## config.mk

```make
export PLATFORM = sky130hd
export DESIGN_NAME = rtos_priority_scheduler
export DESIGN_NICKNAME = d
export VERILOG_FILES = /design/src/sv/rps_pkg.sv /design/src/sv/rps_divchk.sv /design/src/sv/rtos_priority_scheduler.sv
export SDC_FILE = /design/constraint.sdc
export NUM_CORES = 2
export LEC_CHECK = 0
export CAP_MARGIN = 15
export CORE_MARGIN = 10
export CORE_UTILIZATION = 30
export DETAILED_ROUTE_END_ITERATION = 8
export DONT_BUFFER_PORTS = 1
export SETUP_SLACK_MARGIN = 0.2
export SYNTH_ARGS = -nofsm -noshare
export SYNTH_HDL_FRONTEND = slang
export SYNTH_SLANG_ARGS = --single-unit
```

## constraint.sdc

```tcl
create_clock -name clk -period 6.33 [get_ports clk]
set_input_delay 0.633 -clock clk [delete_from_list [all_inputs] [get_ports clk]]
set_output_delay 0.633 -clock clk [all_outputs]
set_load 0.01 [all_outputs]
```

## src/sv/rps_pkg.sv

```systemverilog
// rtos_priority_scheduler package: sizes, payload structs, operation codes
// no dependencies
`default_nettype none
package rps_pkg;
	localparam int Threads = 8;
	localparam int Semaphores = 8;
	localparam int Events = 4;
	localparam int TidW = 3;
	localparam int SidW = 3;

	typedef enum logic [2:0] {
		FN_ADD = 3'd0, FN_FIRST = 3'd1, FN_SINIT = 3'd2, FN_SIGNAL = 3'd3,
		FN_WAIT = 3'd4, FN_SLEEP = 3'd5, FN_SCHED = 3'd6, FN_TICK = 3'd7
	} func_t;

	localparam logic [2:0] REG_CEIL = 3'd0;
	localparam logic [2:0] REG_PER0 = 3'd1;
	localparam logic [2:0] REG_PER1 = 3'd2;
	localparam logic [2:0] REG_PER2 = 3'd3;
	localparam logic [2:0] REG_PER3 = 3'd4;

	typedef struct packed {
		logic [2:0]         func;
		logic [2:0]         thread_id;
		logic [2:0]         next_thread_id;
		logic [7:0]         priority_req;
		logic [2:0]         sem_id;
		logic signed [15:0] sem_value;
		logic [31:0]        sleep_ticks;
	} in_word_t;

	typedef struct packed {
		logic [2:0]         running_thread;
		logic               idle;
		logic signed [15:0] sem_count;
		logic               woken_valid;
		logic [2:0]         woken_thread;
		logic [3:0]         fired_events;
	} out_word_t;
endpackage
`default_nettype wire

```

## src/sv/rps_divchk.sv

```systemverilog
// rtos_priority_scheduler: serial divisibility check, one quotient bit per cycle
// depends on rps_pkg
`default_nettype none
module rps_divchk
	import rps_pkg::*;
(
	input  wire logic        clk,
	input  wire logic        arst_n,
	input  wire logic        start,
	input  wire logic [31:0] dividend,
	input  wire logic [31:0] divisor,
	output logic             done,
	output logic             divides
);
	logic [32:0] rem_q;
	logic [31:0] dvd_q;
	logic [31:0] dvs_q;
	logic [5:0]  cnt_q;
	logic        busy_q;
	logic [32:0] shifted;
	logic [32:0] diff;

	assign shifted = {rem_q[31:0], dvd_q[31]};
	assign diff = shifted - {1'b0, dvs_q};

	always_ff @(posedge clk or negedge arst_n) begin
		if (!arst_n) begin
			busy_q <= 1'b0;
			done <= 1'b0;
			cnt_q <= '0;
			rem_q <= '0;
			dvd_q <= '0;
			dvs_q <= '0;
		end else begin
			done <= 1'b0;
			if (start) begin
				busy_q <= 1'b1;
				cnt_q <= 6'd32;
				rem_q <= '0;
				dvd_q <= dividend;
				dvs_q <= divisor;
			end else if (busy_q) begin
				rem_q <= diff[32] ? shifted : diff;
				dvd_q <= {dvd_q[30:0], 1'b0};
				cnt_q <= cnt_q - 6'd1;
				if (cnt_q == 6'd1) begin
					busy_q <= 1'b0;
					done <= 1'b1;
				end
			end
		end
	end

	assign divides = (rem_q == '0);
endmodule
`default_nettype wire

```

## src/sv/rtos_priority_scheduler.sv

```systemverilog
// rtos_priority_scheduler top level: thread ring, semaphores, sleep and tick logic
// depends on rps_pkg and rps_divchk
`default_nettype none
// One operation per input word, one result word per operation. Add, set
// first, semaphore init and a signal or wait that needs no ring walk go
// from accept through S_EXEC to S_DONE, where the result can be taken; a
// signal that walks the ring looks at one thread per cycle until it wakes
// a thread blocked on that semaphore or has seen all threads; a reschedule
// walks the ring too. A tick that does not wrap the tick counter runs each
// nonzero event period through one serial divisibility unit and counts all
// sleep counters down together with the last event. in_stall is high while
// an operation is in work or its result waits in the output register.
module rtos_priority_scheduler
	import rps_pkg::*;
(
	input  wire logic      clk,
	input  wire logic      arst_n,
	input  wire logic      in_valid,
	output logic           in_stall,
	input  wire in_word_t  in_data,
	output logic           out_valid,
	input  wire logic      out_stall,
	output out_word_t      out_data,
	input  wire logic      cfg_valid,
	output logic           cfg_ready,
	input  wire logic [2:0] cfg_index,
	input  wire logic [31:0] cfg_data
);
	typedef enum logic [2:0] {
		S_IDLE, S_EXEC, S_WALK, S_DIV, S_DIVW, S_DONE
	} state_t;

	state_t state_q;
	in_word_t req_q;
	logic [TidW-1:0] ring_q [Threads];
	logic [7:0]      prio_q [Threads];
	logic            blk_q [Threads];
	logic [SidW-1:0] bsem_q [Threads];
	logic [31:0]     slp_q [Threads];
	logic signed [15:0] sem_q [Semaphores];
	logic [TidW-1:0] cur_q;
	logic [31:0]     tick_q;
	logic [7:0]      ceil_q;
	logic [31:0]     per_q [Events];

	logic [TidW-1:0] p_q, pick_q;
	logic [7:0]      best_q;
	logic            found_q;
	logic [3:0]      n_q;
	logic            sigwalk_q;
	logic [1:0]      ev_q;
	logic [3:0]      fired_q;
	logic signed [15:0] scnt_q;
	logic            wv_q;
	logic [TidW-1:0] wt_q;
	logic            idle_q;

	logic            dstart, ddone, ddiv;
	logic [TidW-1:0] np;

	assign cfg_ready = 1'b1;
	assign in_stall = (state_q != S_IDLE);
	assign out_valid = (state_q == S_DONE);
	assign np = ring_q[p_q];
	assign dstart = (state_q == S_DIV) && per_q[ev_q] != '0;

	assign out_data.running_thread = cur_q;
	assign out_data.idle = idle_q;
	assign out_data.sem_count = scnt_q;
	assign out_data.woken_valid = wv_q;
	assign out_data.woken_thread = wt_q;
	assign out_data.fired_events = fired_q;

	rps_divchk u_div (
		.clk(clk), .arst_n(arst_n), .start(dstart), .dividend(tick_q),
		.divisor(per_q[ev_q]), .done(ddone), .divides(ddiv)
	);

	always_ff @(posedge clk or negedge arst_n) begin
		if (!arst_n) begin
			state_q <= S_IDLE;
			req_q <= '0;
			for (int i = 0; i < Threads; i++) begin
				ring_q[i] <= TidW'(i + 1);
				prio_q[i] <= 8'hff;
				blk_q[i] <= 1'b0;
				bsem_q[i] <= '0;
				slp_q[i] <= '0;
			end
			for (int i = 0; i < Semaphores; i++) sem_q[i] <= '0;
			for (int i = 0; i < Events; i++) per_q[i] <= '0;
			cur_q <= '0;
			tick_q <= '0;
			ceil_q <= 8'hff;
			p_q <= '0; pick_q <= '0; best_q <= '0; found_q <= 1'b0;
			n_q <= '0; sigwalk_q <= 1'b0; ev_q <= '0; fired_q <= '0;
			scnt_q <= '0; wv_q <= 1'b0; wt_q <= '0; idle_q <= 1'b0;
		end else begin
			if (cfg_valid) begin
				if (cfg_index == REG_CEIL) ceil_q <= cfg_data[7:0];
				else if (cfg_index >= REG_PER0 && cfg_index <= REG_PER3)
					per_q[2'(cfg_index - REG_PER0)] <= cfg_data;
			end
			case (state_q)
				S_IDLE: begin
					if (in_valid) begin
						req_q <= in_data;
						idle_q <= 1'b0; scnt_q <= '0; wv_q <= 1'b0;
						wt_q <= '0; fired_q <= '0;
						state_q <= S_EXEC;
					end
				end
				S_EXEC: begin
					p_q <= cur_q; pick_q <= cur_q; best_q <= ceil_q;
					found_q <= 1'b0; n_q <= '0; sigwalk_q <= 1'b0;
					state_q <= S_DONE;
					case (func_t'(req_q.func))
						FN_ADD: begin
							ring_q[req_q.thread_id] <= req_q.next_thread_id;
							prio_q[req_q.thread_id] <= req_q.priority_req;
							blk_q[req_q.thread_id] <= 1'b0;
							bsem_q[req_q.thread_id] <= '0;
							slp_q[req_q.thread_id] <= '0;
						end
						FN_FIRST: cur_q <= req_q.thread_id;
						FN_SINIT: begin
							sem_q[req_q.sem_id] <= req_q.sem_value;
							scnt_q <= req_q.sem_value;
						end
						FN_SIGNAL: begin
							if (sem_q[req_q.sem_id] != 16'sh7fff) begin
								sem_q[req_q.sem_id] <= sem_q[req_q.sem_id] + 16'sd1;
								scnt_q <= sem_q[req_q.sem_id] + 16'sd1;
								if (sem_q[req_q.sem_id] + 16'sd1 <= 16'sd0) begin
									sigwalk_q <= 1'b1;
									state_q <= S_WALK;
								end
							end else scnt_q <= sem_q[req_q.sem_id];
						end
						FN_WAIT: begin
							if (sem_q[req_q.sem_id] != 16'sh8000) begin
								sem_q[req_q.sem_id] <= sem_q[req_q.sem_id] - 16'sd1;
								scnt_q <= sem_q[req_q.sem_id] - 16'sd1;
							end else scnt_q <= sem_q[req_q.sem_id];
							if (sem_q[req_q.sem_id] <= 16'sd0) begin
								blk_q[cur_q] <= 1'b1;
								bsem_q[cur_q] <= req_q.sem_id;
								state_q <= S_WALK;
							end
						end
						FN_SLEEP: begin
							slp_q[cur_q] <= req_q.sleep_ticks;
							state_q <= S_WALK;
						end
						FN_SCHED: state_q <= S_WALK;
						default: begin
							tick_q <= tick_q + 32'd1;
							ev_q <= '0;
							if (tick_q != 32'hffffffff) state_q <= S_DIV;
						end
					endcase
				end
				S_WALK: begin
					p_q <= np;
					n_q <= n_q + 4'd1;
					if (sigwalk_q) begin
						if (blk_q[np] && bsem_q[np] == req_q.sem_id) begin
							blk_q[np] <= 1'b0;
							wv_q <= 1'b1; wt_q <= np;
							state_q <= S_DONE;
						end else if (n_q == 4'(Threads - 1)) state_q <= S_DONE;
					end else begin
						if (prio_q[np] < best_q && !blk_q[np] && slp_q[np] == '0) begin
							best_q <= prio_q[np]; pick_q <= np; found_q <= 1'b1;
						end
						if (n_q == 4'(Threads)) begin
							state_q <= S_DONE;
							if (found_q) cur_q <= pick_q;
							idle_q <= !found_q;
						end
					end
				end
				S_DIV: begin
					if (per_q[ev_q] != '0) state_q <= S_DIVW;
					else if (ev_q == 2'(Events - 1)) begin
						for (int i = 0; i < Threads; i++)
							if (slp_q[i] != '0) slp_q[i] <= slp_q[i] - 32'd1;
						state_q <= S_DONE;
					end else ev_q <= ev_q + 2'd1;
				end
				S_DIVW: begin
					if (ddone) begin
						if (ddiv) fired_q[ev_q] <= 1'b1;
						state_q <= S_DIV;
						if (ev_q == 2'(Events - 1)) begin
							for (int i = 0; i < Threads; i++)
								if (slp_q[i] != '0) slp_q[i] <= slp_q[i] - 32'd1;
							state_q <= S_DONE;
						end else ev_q <= ev_q + 2'd1;
					end
				end
				S_DONE: if (!out_stall) state_q <= S_IDLE;
				default: state_q <= S_IDLE;
			endcase
		end
	end
endmodule
`default_nettype wire

```

==> run summary <==
### Run status
- finished, final reports clean — run status

### Floorplanning
- 426 um — Die Width
- 0.182 mm2 — Die Area
- 139 — count of pins on the block boundary
- 426 um — die outline height
- 0.163 mm2 — floorplan core area
- 148 — site row count
- 0.303 — starting utilization of the core area

### Worst hold path
- in2async — type of the worst min-delay path

### Clock network
- 0.06 ns — CTS clk-pin slew, worst paths
- 3 — maximum count of clock buffers along a single path
- 99 — cts bufs inserted
- 898 — TritonCTS sink count
- sky130_fd_sc_hd__clkbuf_16 — Root Driver
- yes — clock tree from TritonCTS
- 3 — level count of the clock H-tree
- 0.74 ns — insertion delay of the later-clocked pin in the worst-skew pair
- 0 — Setup Buffers After CTS

### GRT
- 40061 — via count of the first global-routing pass
- 0 — total grt overflow
- 3 — number of antenna violations at the first check in global routing
- 246 mm — wire length of the first global-routing pass
- 0.169 — All-Layer GR Usage
- 899 — largest net degree at the start of global routing

### Detailed routing
- 4659 — number of DRC markers in iteration 0
- 0 — number of DRC violations after detailed routing
- 21.6 um — final routed wire length divided by cell count
- 0 — antenna violation net count after detailed routing
- 159 mm — routed wire length
- 6 — DR pass1 iterations
- 5.63 — Via density
- 41594 — Vias

### Critical path
- 6.92 ns — CP Data Required Time
- 1.08 ns — reg-to-reg slack, setup
- flop — startpoint class of the critical path
- mux2i_1, o21ai_0, nand2_1, nand2_1, ha_1, inv_1, or3_1, a2111oi_1, nand4_1, o22a_1, nand4_1, buf_4, o21ai_0 — sequence of cells on the critical path
- 31 — maximum fanout along the worst path
- sky130_fd_sc_hd__dfrtp_2 — slowest stage cell, crit path
- reg2reg — Critical Setup Path Class
- 5.84 ns — arrival time of the worst setup path
- flop — kind of capture point of the worst setup path
- 0.84 ns — delay of the slowest cell on the worst path

### Synthesis
- 0 — number of enable-type register cells in the synthesized netlist
- 9.50 um2 — Avg Inst Size Synth
- 5211 — number of instances in the synthesized netlist
- 5379 — Syn Nets
- 97 — synth unique cells
- 0.0495 mm2 — mapped cell area
- 898 — register bit count reported by yosys
- 0.456 — proportion of synthesized chip area in sequential cells
- 1.00 — Async SR Flop Fraction
- sky130_fd_sc_hd__dfrtp_1 — Primary FF master, synth
- 0 — number of warnings printed during yosys synthesis

### Pwr
- 13.8 mW — switching pwr
- 17.2 mW — Power Internal
- 0.444 — net switching share of the total power
- 0.198 — Clk pwr share
- 0.470 — proportion of power drawn by combinational gates
- 555 mW/mm2 — Power Density
- 31.0 mW — total power after layout
- 22.2 nW — static power due to leakage
- 0.333 — register share of total power
- 0.310 mV — peak supply drop

### Placed design
- 0.950 — GP Congestion
- 0 — count of port buffers added during placement
- 7137 — number of cells in the design after placement
- 106 mm — HPWL after DPL

### STA
- 0.0774 — slew margin rel.
- false — RSZ-0062 raised after global routing
- 0 — count of final max-slew check failures
- 0.0683 ns — setup skew after layout
- 0 — Setup violations, final
- 190 MHz — fmax
- 0.0359 ns — Worst Hold Margin
- 0 — final hold vios
- 5.25 ns — time the final worst path needs with I/O delays and setup
- 0.830 — fraction of the cycle the final worst path needs
- 0 ns — final-layout setup total negative slack
- 1.38 ns — actual slew at the worst max-slew pin

### Final layout
- sky130_fd_sc_hd__dfrtp_1 — most common cell after layout, fill and taps aside
- sky130_fd_sc_hd__dfrtp_1, sky130_fd_sc_hd__nand2_1, sky130_fd_sc_hd__o21ai_0 — most used cells in the layout excluding fill and tap cells
- 0.152 — ratio of cells with drive above 1 in the final layout
- 7382 — post-route insts no fill
- 16650 — # fillers
- 0.342 — fin util
- 13.0% — area overhead of the layout relative to synthesis
- 5289 — net total in the final layout

### Run
- 0 — # Max-Cap Violations

flip-flops by register name, indices dropped and copies added (netlist names), 4 cells and up:
register / flops
n_q: 4
tick_q: 32
u_div.cnt_q: 6
ring_q: 24
per_q: 128
scnt_q: 16
req_q: 68
sem_q: 128
bsem_q: 24
blk_q: 8
u_div.rem_q: 33
slp_q: 256
u_div.dvd_q: 32
u_div.dvs_q: 32
best_q: 8
fired_q: 4
ceil_q: 8
prio_q: 64
power groups by stage:
stage / logic (mW) / registers (mW) / clock network, mW
3_5_place_dp: 14.2 / 10.3 / 0
6_report: 14.6 / 10.3 / 6.13
2_1_floorplan: 10.9 / 9.27 / 0
3_3_place_gp: 13.9 / 10.3 / 0
4_1_cts: 14.3 / 10.3 / 6.26
5_1_grt: 16.0 / 10.6 / 6.48
final timing paths:
path,startpoint,end,cells after the start
worst max register to register,req_q[49],sem_q[60],13
worst min register to register,req_q[10],req_q[10],2
worst max-delay path,req_q[49],sem_q[60],13
worst min-delay path,arst_n,sem_q[44],1
min in group clk,in_data[8],req_q[8],2
max in group asynchronous,arst_n,u_div.busy_q,3
synth_stat cells, drive strengths merged (10+ instances only):
cell / number / share of area
mux2: 291 / 0.066
or4: 30 / 0.0046
o211ai: 20 / 0.0030
nor2: 410 / 0.032
a21oi: 296 / 0.030
nor3: 164 / 0.017
nor2b: 23 / 0.0029
xnor2: 79 / 0.014
ha: 59 / 0.015
o22ai: 71 / 0.0090
o21a: 15 / 0.0023
a31oi: 66 / 0.0083
and2: 40 / 0.0051
or3: 51 / 0.0064
nand3: 87 / 0.0088
a32oi: 38 / 0.0067
nor4: 83 / 0.011
buf: 83 / 0.0087
xor2: 40 / 0.0071
and3: 31 / 0.0039
or2: 10 / 0.0013
nand2b: 29 / 0.0037
nand3b: 20 / 0.0030
o221ai: 30 / 0.0053
clkbuf: 280 / 0.021
a211oi: 25 / 0.0038
a22oi: 140 / 0.021
nand2: 612 / 0.047
a21o: 38 / 0.0058
mux2i: 111 / 0.022
a221oi: 39 / 0.0075
nand4: 40 / 0.0051
dfstp: 84 / 0.045
a22o: 53 / 0.0094
o21ai: 539 / 0.055
o31ai: 11 / 0.0017
o22a: 14 / 0.0025
nor3b: 10 / 0.0015
a221o: 29 / 0.0059
mux4: 60 / 0.027
dfrtp: 814 / 0.41
inv: 127 / 0.0096
final cells by class:
cell class / count / area (um2) / share of cell area
tap: 2175 / 2720 / 0.0487
antenna: 4 / 10.0 / 0.000179
clock buffer: 128 / 2790 / 0.0499
multi-input combinational: 3822 / 25100 / 0.448
timing repair buffer: 172 / 1560 / 0.0278
inverter: 128 / 480 / 0.00860
sequential: 898 / 22600 / 0.404
clock inverter: 55 / 704 / 0.0126
worst max-delay path, delay by kind of cell, from the launching register on:
kind / cells / cell delay, ns
AO/OA/AOI/OAI: 4 / 1.55
adder cells (fa/ha/maj): 1 / 0.20
buffers and inverters: 2 / 0.39
flip-flops: 1 / 0.84
multiplexers: 1 / 0.15
AND/OR/NAND/NOR: 5 / 1.97
repair_timing:
| action | in CTS | in global routing |
|---|---|---|
| hold buffers | 54 | 0 |
| resized for setup | 0 | 0 |
| hold endpoints to repair | 977 | 0 |
routing by layer:
layer  routed length, um  global-route usage  up-vias
met3                9650              0.0236      365
met4                7660              0.0788        0
met5                   0                   0        -
li1                    -                   -    18950
met2               75800               0.278     1504
met1               66100               0.217    20775
cell families after synthesis:
logic type | synth area share
muxes | 0.116
AOI/OAI and AO/OA | 0.196
and+or+nand+nor | 0.156
other | 0.0000758
adders and majority gates | 0.0153
xor gates and xnor gates | 0.0211
buffers and inverters | 0.0397
DFF | 0.456
through the flow:
step / instance area (um2) / setup slack (ns)
2_1_floorplan: 49500 / 1.77
3_3_place_gp: 51700 / 1.17
3_5_place_dp: 51700 / 1.10
4_1_cts: 55800 / 1.04
5_1_grt: 55900 / 0.695
6_report: 55900 / 1.08
(Power assumes the default switching activity.)
